**src/rtl/mcpm_pkg.sv**
```systemverilog
`timescale 1ns / 1ps
// Package for the motor command to pulse mapper: widths, codes, reset values
// and the pulse clamp helper. No dependencies.
package mcpm_pkg;

	// Field and datapath widths
	localparam int PW   = 12;      // pulse width in microseconds
	localparam int OW   = 16;      // command value, offset, position
	localparam int DBW  = 10;      // deadband
	localparam int SW   = 11;      // span
	localparam int CW   = 18;      // effective center (center + offset)
	localparam int DW   = 19;      // pulse differences
	localparam int MAW  = 12;      // multiplier operand A
	localparam int PRW  = MAW + DW; // multiplier product
	localparam int NW   = 26;      // dividend magnitude, also divider step count
	localparam int QW   = 16;      // divisor magnitude
	localparam int XW   = 28;      // wide sums ahead of clamp or saturation
	localparam int CNTW = 5;       // divider step counter
	localparam int RIW  = 3;       // register index

	// Arithmetic constants
	localparam logic signed [OW-1:0]  RAW_MIN     = 16'sd544;
	localparam logic signed [MAW-1:0] FULL_SCALE  = 12'sd100;
	localparam logic [QW-1:0]         MAP_DIVISOR = 16'd100;
	localparam logic signed [XW-1:0]  READ_BIAS   = -28'sd100;
	localparam logic signed [XW-1:0]  POS_MAX     = 28'sd32767;
	localparam logic signed [XW-1:0]  POS_MIN     = -28'sd32768;

	// Register reset values
	localparam logic [PW-1:0]         PULSE_MIN_RST    = 12'd1000;
	localparam logic [PW-1:0]         PULSE_MAX_RST    = 12'd2000;
	localparam logic [PW-1:0]         PULSE_CENTER_RST = 12'd1500;
	localparam logic [DBW-1:0]        DEADBAND_RST     = 10'd0;
	localparam logic signed [SW-1:0]  SPAN_RST         = 11'sd100;

	typedef enum logic [1:0] {
		CMD_WRITE     = 2'd0,
		CMD_CALIBRATE = 2'd1,
		CMD_STOP      = 2'd2
	} cmd_t;

	typedef enum logic [RIW-1:0] {
		REG_PULSE_MIN    = 3'd0,
		REG_PULSE_MAX    = 3'd1,
		REG_PULSE_CENTER = 3'd2,
		REG_DEADBAND     = 3'd3,
		REG_SPAN         = 3'd4
	} reg_idx_t;

	typedef enum logic [3:0] {
		ST_IDLE,
		ST_DECODE,
		ST_MAP_MUL,
		ST_MAP_DIV,
		ST_MAP_FIN,
		ST_READ_SETUP,
		ST_READ_MUL,
		ST_READ_DIV,
		ST_READ_FIN,
		ST_DONE
	} state_t;

	// Clamp a wide signed value to pmin..pmax; lower bound checked first
	function automatic logic [PW-1:0] clamp_pulse(input logic signed [XW-1:0] x,
			input logic [PW-1:0] pmin, input logic [PW-1:0] pmax);
		logic signed [XW-1:0] lo;
		logic signed [XW-1:0] hi;
		lo = $signed({{(XW-PW){1'b0}}, pmin});
		hi = $signed({{(XW-PW){1'b0}}, pmax});
		if (x < lo) begin
			return pmin;
		end else if (x > hi) begin
			return pmax;
		end else begin
			return x[PW-1:0];
		end
	endfunction

endpackage

```
**src/rtl/motor_command_to_pulse_mapper.sv**
```systemverilog
`timescale 1ns / 1ps
// Motor command to pulse mapper: one transaction at a time through a shared
// multiplier and a 26-step restoring divider (one quotient bit per cycle).
// Mapped writes run map multiply, divide and finish, then read-back; every command reads
// back, skipping its multiply and divide when the read-back divisor is zero. Input stalls
// until the result is loaded, and a stalled earlier result holds off that load.
// Async active-low reset: registers to defaults, pulse/offset zero. Uses mcpm_pkg.
module motor_command_to_pulse_mapper (
	input  logic                              clk,
	input  logic                              arst_n,
	// configuration write port
	input  logic                              cfg_wr_en,
	input  logic [mcpm_pkg::RIW-1:0]          cfg_index,
	input  logic [mcpm_pkg::PW-1:0]           cfg_wdata,
	// command channel
	input  logic                              cmd_valid,
	output logic                              cmd_stall,
	input  logic [1:0]                        cmd,
	input  logic signed [mcpm_pkg::OW-1:0]    value,
	// result channel
	output logic                              res_valid,
	input  logic                              res_stall,
	output logic [mcpm_pkg::PW-1:0]           pulse_width,
	output logic signed [mcpm_pkg::OW-1:0]    position
);

	localparam int PW   = mcpm_pkg::PW;
	localparam int OW   = mcpm_pkg::OW;
	localparam int DBW  = mcpm_pkg::DBW;
	localparam int SW   = mcpm_pkg::SW;
	localparam int CW   = mcpm_pkg::CW;
	localparam int DW   = mcpm_pkg::DW;
	localparam int MAW  = mcpm_pkg::MAW;
	localparam int PRW  = mcpm_pkg::PRW;
	localparam int NW   = mcpm_pkg::NW;
	localparam int QW   = mcpm_pkg::QW;
	localparam int XW   = mcpm_pkg::XW;
	localparam int CNTW = mcpm_pkg::CNTW;

	// configuration registers
	logic [PW-1:0]          pmin_q, pmax_q, pctr_q;
	logic [DBW-1:0]         dband_q;
	logic signed [SW-1:0]   span_q;

	// block state
	logic [PW-1:0]          pulse_q;
	logic signed [OW-1:0]   offset_q;
	logic signed [OW-1:0]   pos_q;

	// captured transaction
	logic [1:0]             cmd_q;
	logic signed [OW-1:0]   value_q;

	// sequencer
	mcpm_pkg::state_t       state_q, state_d;
	logic                   res_load;
	logic                   res_free;
	logic                   div_last;

	// shared multiplier and divider
	logic signed [MAW-1:0]  mul_a_q;
	logic signed [DW-1:0]   mul_b_q;
	logic signed [XW-1:0]   base_q;
	logic [QW-1:0]          dvs_q;
	logic                   dvs_neg_q;
	logic [NW-1:0]          quo_q;
	logic [QW-1:0]          rem_q;
	logic                   neg_q;
	logic [CNTW-1:0]        cnt_q;

	// result register
	logic                   res_valid_q;
	logic [PW-1:0]          res_pulse_q;
	logic signed [OW-1:0]   res_pos_q;

	// effective center and extended bounds
	logic signed [CW-1:0]   ctr_eff;
	logic signed [DW-1:0]   c19, pmin19, pmax19;

	// write mapping
	logic                   span_neg;
	logic signed [MAW-1:0]  span_x, lim;
	logic signed [OW:0]     val17, lim17, vcl17;
	logic signed [MAW-1:0]  vcl, vmag, vdb, vsg;
	logic                   map_low;
	logic                   raw_write;
	logic signed [MAW-1:0]  map_a;
	logic signed [DW-1:0]   map_b;
	logic signed [XW-1:0]   map_base;

	// calibration
	logic signed [OW:0]     osum;
	logic signed [OW-1:0]   osat;

	// read-back setup
	logic signed [DW-1:0]   p19, rd_d, rd_n, rd_dmag;
	logic                   rd_low;

	// multiplier and divider step
	logic signed [PRW-1:0]  prod, prod_mag;
	logic [QW:0]            rem_sh, rem_sub;
	logic                   step_ge;
	logic [QW-1:0]          rem_nx;
	logic [NW-1:0]          quo_nx;
	logic signed [NW:0]     quo_s;
	logic signed [XW-1:0]   fin_sum, rd_r;
	logic signed [OW-1:0]   rd_sat;

	// Effective center (sign-extended) and zero-extended bounds
	assign ctr_eff = $signed({{(CW-PW){1'b0}}, pctr_q})
		+ $signed({{(CW-OW){offset_q[OW-1]}}, offset_q});
	assign c19     = $signed({{(DW-CW){ctr_eff[CW-1]}}, ctr_eff});
	assign pmin19  = $signed({{(DW-PW){1'b0}}, pmin_q});
	assign pmax19  = $signed({{(DW-PW){1'b0}}, pmax_q});

	// Percent command: clamp to +-|span|, apply deadband, invert on negative span
	always_comb begin
		span_neg = span_q[SW-1];
		span_x   = $signed({span_q[SW-1], span_q});
		lim      = span_neg ? -span_x : span_x;
		val17    = $signed({value_q[OW-1], value_q});
		lim17    = $signed({{(OW+1-MAW){lim[MAW-1]}}, lim});
		if (val17 < -lim17) begin
			vcl17 = -lim17;
		end else if (val17 > lim17) begin
			vcl17 = lim17;
		end else begin
			vcl17 = val17;
		end
		vcl  = vcl17[MAW-1:0];
		vmag = vcl[MAW-1] ? -vcl : vcl;
		if ($unsigned(vmag) <= {{(MAW-DBW){1'b0}}, dband_q}) begin
			vdb = '0;
		end else begin
			vdb = vcl;
		end
		vsg       = span_neg ? -vdb : vdb;
		map_low   = vsg[MAW-1] || (vsg == '0);
		map_a     = map_low ? (vsg + mcpm_pkg::FULL_SCALE) : vsg;
		map_b     = map_low ? (c19 - pmin19) : (pmax19 - c19);
		map_base  = map_low ? $signed({{(XW-PW){1'b0}}, pmin_q})
			: $signed({{(XW-CW){ctr_eff[CW-1]}}, ctr_eff});
		raw_write = (value_q >= mcpm_pkg::RAW_MIN);
	end

	// Saturating offset add
	always_comb begin
		osum = $signed({offset_q[OW-1], offset_q}) + $signed({value_q[OW-1], value_q});
		if (osum[OW] != osum[OW-1]) begin
			osat = osum[OW] ? $signed({1'b1, {(OW-1){1'b0}}}) : $signed({1'b0, {(OW-1){1'b1}}});
		end else begin
			osat = osum[OW-1:0];
		end
	end

	// Read-back operands from the stored pulse
	always_comb begin
		p19     = $signed({{(DW-PW){1'b0}}, pulse_q}) + $signed({{(DW-1){1'b0}}, 1'b1});
		rd_low  = (p19 <= c19);
		rd_d    = rd_low ? (c19 - pmin19) : (pmax19 - c19);
		rd_n    = rd_low ? (p19 - pmin19) : (p19 - c19);
		rd_dmag = rd_d[DW-1] ? -rd_d : rd_d;
	end

	// Shared multiplier and one restoring divider step
	always_comb begin
		prod     = mul_a_q * mul_b_q;
		prod_mag = prod[PRW-1] ? -prod : prod;
		rem_sh   = {rem_q, quo_q[NW-1]};
		rem_sub  = rem_sh - {1'b0, dvs_q};
		step_ge  = (rem_sh >= {1'b0, dvs_q});
		rem_nx   = step_ge ? rem_sub[QW-1:0] : rem_sh[QW-1:0];
		quo_nx   = {quo_q[NW-2:0], step_ge};
	end

	// Signed quotient plus bias; read-back sign and saturation
	always_comb begin
		quo_s   = neg_q ? -$signed({1'b0, quo_q}) : $signed({1'b0, quo_q});
		fin_sum = $signed({{(XW-NW-1){quo_s[NW]}}, quo_s}) + base_q;
		rd_r    = span_neg ? -fin_sum : fin_sum;
		if (rd_r > mcpm_pkg::POS_MAX) begin
			rd_sat = mcpm_pkg::POS_MAX[OW-1:0];
		end else if (rd_r < mcpm_pkg::POS_MIN) begin
			rd_sat = mcpm_pkg::POS_MIN[OW-1:0];
		end else begin
			rd_sat = rd_r[OW-1:0];
		end
	end

	// State register
	always_ff @(posedge clk or negedge arst_n) begin
		if (!arst_n) begin
			state_q <= mcpm_pkg::ST_IDLE;
		end else begin
			state_q <= state_d;
		end
	end

	// Next state and handshake outputs
	always_comb begin
		state_d   = state_q;
		res_free  = !res_valid_q || !res_stall;
		div_last  = (cnt_q == CNTW'(1));
		res_load  = 1'b0;
		cmd_stall = (state_q != mcpm_pkg::ST_IDLE);
		case (state_q)
			mcpm_pkg::ST_IDLE: begin
				if (cmd_valid) begin
					state_d = mcpm_pkg::ST_DECODE;
				end
			end
			mcpm_pkg::ST_DECODE: begin
				if ((cmd_q == mcpm_pkg::CMD_WRITE) && !raw_write) begin
					state_d = mcpm_pkg::ST_MAP_MUL;
				end else begin
					state_d = mcpm_pkg::ST_READ_SETUP;
				end
			end
			mcpm_pkg::ST_MAP_MUL:  state_d = mcpm_pkg::ST_MAP_DIV;
			mcpm_pkg::ST_MAP_DIV: begin
				if (div_last) begin
					state_d = mcpm_pkg::ST_MAP_FIN;
				end
			end
			mcpm_pkg::ST_MAP_FIN:  state_d = mcpm_pkg::ST_READ_SETUP;
			mcpm_pkg::ST_READ_SETUP: begin
				if (rd_d == '0) begin
					state_d = mcpm_pkg::ST_DONE;
				end else begin
					state_d = mcpm_pkg::ST_READ_MUL;
				end
			end
			mcpm_pkg::ST_READ_MUL: state_d = mcpm_pkg::ST_READ_DIV;
			mcpm_pkg::ST_READ_DIV: begin
				if (div_last) begin
					state_d = mcpm_pkg::ST_READ_FIN;
				end
			end
			mcpm_pkg::ST_READ_FIN: state_d = mcpm_pkg::ST_DONE;
			mcpm_pkg::ST_DONE: begin
				if (res_free) begin
					res_load = 1'b1;
					state_d  = mcpm_pkg::ST_IDLE;
				end
			end
			default: state_d = mcpm_pkg::ST_IDLE;
		endcase
	end

	// Configuration registers
	always_ff @(posedge clk or negedge arst_n) begin
		if (!arst_n) begin
			pmin_q  <= mcpm_pkg::PULSE_MIN_RST;
			pmax_q  <= mcpm_pkg::PULSE_MAX_RST;
			pctr_q  <= mcpm_pkg::PULSE_CENTER_RST;
			dband_q <= mcpm_pkg::DEADBAND_RST;
			span_q  <= mcpm_pkg::SPAN_RST;
		end else if (cfg_wr_en) begin
			case (cfg_index)
				mcpm_pkg::REG_PULSE_MIN:    pmin_q  <= cfg_wdata;
				mcpm_pkg::REG_PULSE_MAX:    pmax_q  <= cfg_wdata;
				mcpm_pkg::REG_PULSE_CENTER: pctr_q  <= cfg_wdata;
				mcpm_pkg::REG_DEADBAND:     dband_q <= cfg_wdata[DBW-1:0];
				mcpm_pkg::REG_SPAN:         span_q  <= $signed(cfg_wdata[SW-1:0]);
				default: ;
			endcase
		end
	end

	// Stored pulse and calibration offset
	always_ff @(posedge clk or negedge arst_n) begin
		if (!arst_n) begin
			pulse_q  <= '0;
			offset_q <= '0;
		end else begin
			case (state_q)
				mcpm_pkg::ST_DECODE: begin
					case (cmd_q)
						mcpm_pkg::CMD_WRITE: begin
							if (raw_write) begin
								pulse_q <= mcpm_pkg::clamp_pulse(
									$signed({{(XW-OW){value_q[OW-1]}}, value_q}),
									pmin_q, pmax_q);
							end
						end
						mcpm_pkg::CMD_CALIBRATE: offset_q <= osat;
						mcpm_pkg::CMD_STOP: begin
							pulse_q <= mcpm_pkg::clamp_pulse(
								$signed({{(XW-CW){ctr_eff[CW-1]}}, ctr_eff}),
								pmin_q, pmax_q);
						end
						default: ;
					endcase
				end
				mcpm_pkg::ST_MAP_FIN: pulse_q <= mcpm_pkg::clamp_pulse(fin_sum, pmin_q, pmax_q);
				default: ;
			endcase
		end
	end

	// Capture the transaction
	always_ff @(posedge clk) begin
		if ((state_q == mcpm_pkg::ST_IDLE) && cmd_valid) begin
			cmd_q   <= cmd;
			value_q <= value;
		end
	end

	// Divider step counter
	always_ff @(posedge clk or negedge arst_n) begin
		if (!arst_n) begin
			cnt_q <= '0;
		end else begin
			case (state_q)
				mcpm_pkg::ST_MAP_MUL,
				mcpm_pkg::ST_READ_MUL: cnt_q <= CNTW'(NW);
				mcpm_pkg::ST_MAP_DIV,
				mcpm_pkg::ST_READ_DIV: cnt_q <= cnt_q - CNTW'(1);
				default: ;
			endcase
		end
	end

	// Operand setup, multiply, divide and read-back result
	always_ff @(posedge clk) begin
		case (state_q)
			mcpm_pkg::ST_DECODE: begin
				mul_a_q   <= map_a;
				mul_b_q   <= map_b;
				base_q    <= map_base;
				dvs_q     <= mcpm_pkg::MAP_DIVISOR;
				dvs_neg_q <= 1'b0;
			end
			mcpm_pkg::ST_READ_SETUP: begin
				mul_a_q   <= mcpm_pkg::FULL_SCALE;
				mul_b_q   <= rd_n;
				base_q    <= rd_low ? mcpm_pkg::READ_BIAS : '0;
				dvs_q     <= rd_dmag[QW-1:0];
				dvs_neg_q <= rd_d[DW-1];
				if (rd_d == '0) begin
					pos_q <= '0;
				end
			end
			mcpm_pkg::ST_MAP_MUL,
			mcpm_pkg::ST_READ_MUL: begin
				quo_q <= prod_mag[NW-1:0];
				rem_q <= '0;
				neg_q <= prod[PRW-1] ^ dvs_neg_q;
			end
			mcpm_pkg::ST_MAP_DIV,
			mcpm_pkg::ST_READ_DIV: begin
				quo_q <= quo_nx;
				rem_q <= rem_nx;
			end
			mcpm_pkg::ST_READ_FIN: pos_q <= rd_sat;
			default: ;
		endcase
	end

	// Result register: hold until taken
	always_ff @(posedge clk or negedge arst_n) begin
		if (!arst_n) begin
			res_valid_q <= 1'b0;
		end else if (res_load) begin
			res_valid_q <= 1'b1;
		end else if (!res_stall) begin
			res_valid_q <= 1'b0;
		end
	end

	always_ff @(posedge clk) begin
		if (res_load) begin
			res_pulse_q <= pulse_q;
			res_pos_q   <= pos_q;
		end
	end

	assign res_valid   = res_valid_q;
	assign pulse_width = res_pulse_q;
	assign position    = res_pos_q;

endmodule

```
**config.mk**
```make
export PLATFORM = sky130hd
export DESIGN_NAME = motor_command_to_pulse_mapper
export DESIGN_NICKNAME = d
export VERILOG_FILES = /design/src/rtl/mcpm_pkg.sv /design/src/rtl/motor_command_to_pulse_mapper.sv
export SDC_FILE = /design/constraint.sdc
export NUM_CORES = 2
export LEC_CHECK = 0
export BUFFER_PORTS_ARGS = -buffer_cell sky130_fd_sc_hd__buf_2
export CAP_MARGIN = 20
export CORE_ASPECT_RATIO = 1.75
export CORE_MARGIN = 10
export CORE_UTILIZATION = 50
export DETAILED_ROUTE_END_ITERATION = 6
export GPL_ROUTABILITY_DRIVEN = 0
export PLACE_DENSITY = 0.67
export SLEW_MARGIN = 5
export SYNTH_ARGS = -nofsm -noshare
export SYNTH_HDL_FRONTEND = slang
export SYNTH_SLANG_ARGS = --single-unit
```
**constraint.sdc**
```tcl
create_clock -name clk -period 25.4 [get_ports clk]
set_input_delay 7.62 -clock clk [delete_from_list [all_inputs] [get_ports clk]]
set_output_delay 7.62 -clock clk [all_outputs]
set_load 0.05 [all_outputs]
```
==> qor.yml <==
grt_pass1_wl_um: 150700
cts_root_buf: "clkbuf_16"
syn2layout_area_growth_pct: 7.076
setup-tns-final_ps: 0
synth_cell_types: 116
drt_wl_total_um: 95500
min_period_ps: 10320
cts.sink_count: 264
worstSkewPairLatency_ps: 600
cts_tree: "done"
start_util_pct: 50.50
fin_skew_ps: 23.03
path_max_fanout: 39
hold_buffers: 0
worst_pin_slew_ps: 1070
ys_seq_elements: 264
grt_use_total_pct: 25.61
critical_path.endpoint_type: "flop"
hold_violations: 0
fmax_mhz: 96.90
synth_edf_count: 169
wire_per_inst_um: 21.63
ioPinCount: 68
dr.pass1.iters: 6
dr_wl_met3_um: 4404
crit_path_frequent_cell: "ha_1"
ys_async_sr_fraction_pct: 35.98
rows: 121
max_slew_margin_pct: 28.42
drt-met1-wl_um: 33210
hp-start: "pos_q[9]"
post_cts_buffers: 0
rsz0062_at_grt: "false"
layout-drive-gt1-share_pct: 8.216
first_global_vias: 27560
whs_path_depth: 0
overflow: 0
slowest_delay_ps: 810
critPathRequiredTime_ps: 25700
clk_path_buf_depth: 3
wl_met2_um: 50770
clk_pin_slew_ps: 70
finalSetupViolCount: 0
ctsHtreeMaxLevel: 1
fill_cells: 5763
cts_buffers: 29
dieWidth_um: 209.5
first_iter_violations: 2045
routed_via_density: 6.075
r2r_end: "mul_b_q[5]"
die_area_um2: 73670
synth_cells: 3581
vias: 26820
arrival_ps: 10620
rr_worst_depth: 38
outcome: "complete, no violations"
worstReg2RegStart: "span_q[10]"
startpoint_type: "flop"
fp.dieH_um: 351.6
fin_crit_sh_pct: 40.63
synth_ff_type: "edfxtp_1"
cpMaxStageDelayCell: "a21o_1"
syn_avg_cell_area_um2: 8.774
port_buffers: 67
core_um2: 62220
dr.max_layer_used: "met4"
crit_type: "flop to flop"
regToRegSetupSlack_ps: 15080
hpwl_um: 76250
grt_max_degree: 60
maxCapViolCount: 0
worstHoldEndpoint: "position[9]"
ctsResizeCount: 0
ant_nets: 0
fin_nets: 4125
yosysWarnings: 0
drv_slew: 0
antenna_found_initial: 0
ys_seq_area_share_pct: 23.80
route.detailed.drc: 0
min_path_type: "flop to flop"
syn_area_um2: 31420
==> layout by cell type, fill, tap and decap left out, drive strengths merged, types with 14 or more instances in the layout <==
master / Yosys / final
inv: 389 / 393
nand2: 364 / 364
ha: 285 / 285
nor2: 258 / 258
o21ai: 224 / 224
a21oi: 219 / 219
fa: 210 / 210
edfxtp: 169 / 169
xnor2: 159 / 159
buf: 17 / 113
and2: 86 / 86
mux2i: 76 / 76
xor2: 75 / 75
dfrtp: 73 / 73
nor3: 67 / 67
a21o: 64 / 64
nand3: 62 / 62
nand2b: 52 / 52
a211oi: 42 / 42
mux2: 42 / 42
nor2b: 39 / 39
clkbuf: 120 / 36
o211ai: 34 / 34
o31ai: 33 / 33
or3: 32 / 32
o21a: 29 / 29
a31oi: 28 / 28
nand4: 28 / 28
nor4: 25 / 25
a21boi: 24 / 24
and3: 23 / 23
dfstp: 22 / 22
or2: 18 / 18
a211o: 14 / 14
==> worst max path at each step <==
stage,startpoint,endpoint,cells after the start
after floorplan,res_stall,position[0],1
after global placement,span_q[10],mul_b_q[2],38
after detailed placement,span_q[10],mul_b_q[6],39
after CTS,span_q[10],mul_b_q[6],40
after global routing,span_q[10],mul_b_q[6],37
final,span_q[10],mul_b_q[5],38
==> stage by stage <==
step	util [%]	instance area, µm²	hold WS, ps	cells	worst slack [ps]
after CTS	54.04	33630	413.4	4413	15170
after global routing	54.07	33640	420.0	4414	14300
after global placement	52.41	32610	404.2	4358	15390
after floorplan	-	31440	400.3	3585	15940
after detailed placement	52.43	32630	404.5	4359	15180
final	54.07	33640	411.1	4415	15080
==> state kept, by name, summed over array words and instances (netlist names), 16 cells and up <==
| register | flops |
|---|---|
| offset_q | 16 |
| rem_q | 16 |
| pos_q | 16 |
| mul_b_q | 18 |
| base_q | 17 |
| value_q | 16 |
| position | 16 |
| dvs_q | 16 |
| quo_q | 26 |
==> per-layer routing <==
layer  global-route usage (%)  vias up
met4                    17.04        0
met3                    2.692      328
met2                    48.57      921
li1                         -    12500
met5                        0        -
met1                    25.93    13080
==> layout make-up <==
type / count / area (µm²) / share of cell area, %
clock buffers: 36 / 803.3 / 2.388
well taps: 799 / 999.7 / 2.971
multi-input cells: 2795 / 22000 / 65.40
diodes: 1 / 2.502 / 0.007438
flip-flops and latches: 264 / 7481 / 22.23
repair buffers: 113 / 694.4 / 2.064
clock inverters: 18 / 198.9 / 0.5913
inverters: 389 / 1460 / 4.340
==> cell families after synthesis <==
kind of cell / share of synthesized area (%)
adder cells (fa/ha/maj): 24.73
XOR/XNOR: 6.523
flip-flops: 23.80
buffers and inverters: 6.467
AND/OR/NAND/NOR: 17.41
AO/OA/AOI/OAI: 17.10
other: 0.01193
multiplexers: 3.950
==> worst max-delay path: cells and delay by family, from the launching register on <==
kind | cells | cell delay (ps)
flops | 1 | 670
buf+inv | 3 | 640
compound gates | 8 | 2730
xor+xnor | 2 | 490
fa+ha+maj | 5 | 1420
mux | 3 | 740
simple gates | 17 | 3300
==> Yosys cell counts, types with 10 or more instances <==
cell      number  area (µm²)
or2_2         16       100.1
nor2_1       257       964.7
xnor2_1      159        1393
mux2i_1       75       750.7
nor4_1        24       150.1
nor2b_1       39       244.0
nand4_1       27       168.9
edfxtp_1     169        5075
nand3_1       61       305.3
dfstp_2       22       578.1
a211o_1       14       122.6
a211oi_1      41       307.8
ha_1         285        3566
o21bai_1      13       97.59
and3_1        22       137.6
o21ai_1       18       90.09
xor2_1        75       656.9
nor3b_1       10       75.07
a21boi_0      23       172.7
dfrtp_1       73        1827
fa_1         210        4204
and2_1        83       519.3
o21a_1        28       210.2
o31ai_1       29       217.7
nand2_1      362        1359
clkbuf_1     120       450.4
a31oi_1       28       175.2
o211ai_1      34       255.2
o21ai_0      204        1021
or4_1         11       82.58
a21o_1        64       480.5
mux2_2        40       450.4
or3_1         31       193.9
inv_1        386        1449
a21oi_1      217        1086
nand2b_1      52       325.3
nor3_1        64       320.3
Power is left out: the tool's default activity adds up to more than one toggle a clock period on the data nets, which glitch-free logic cannot reach.
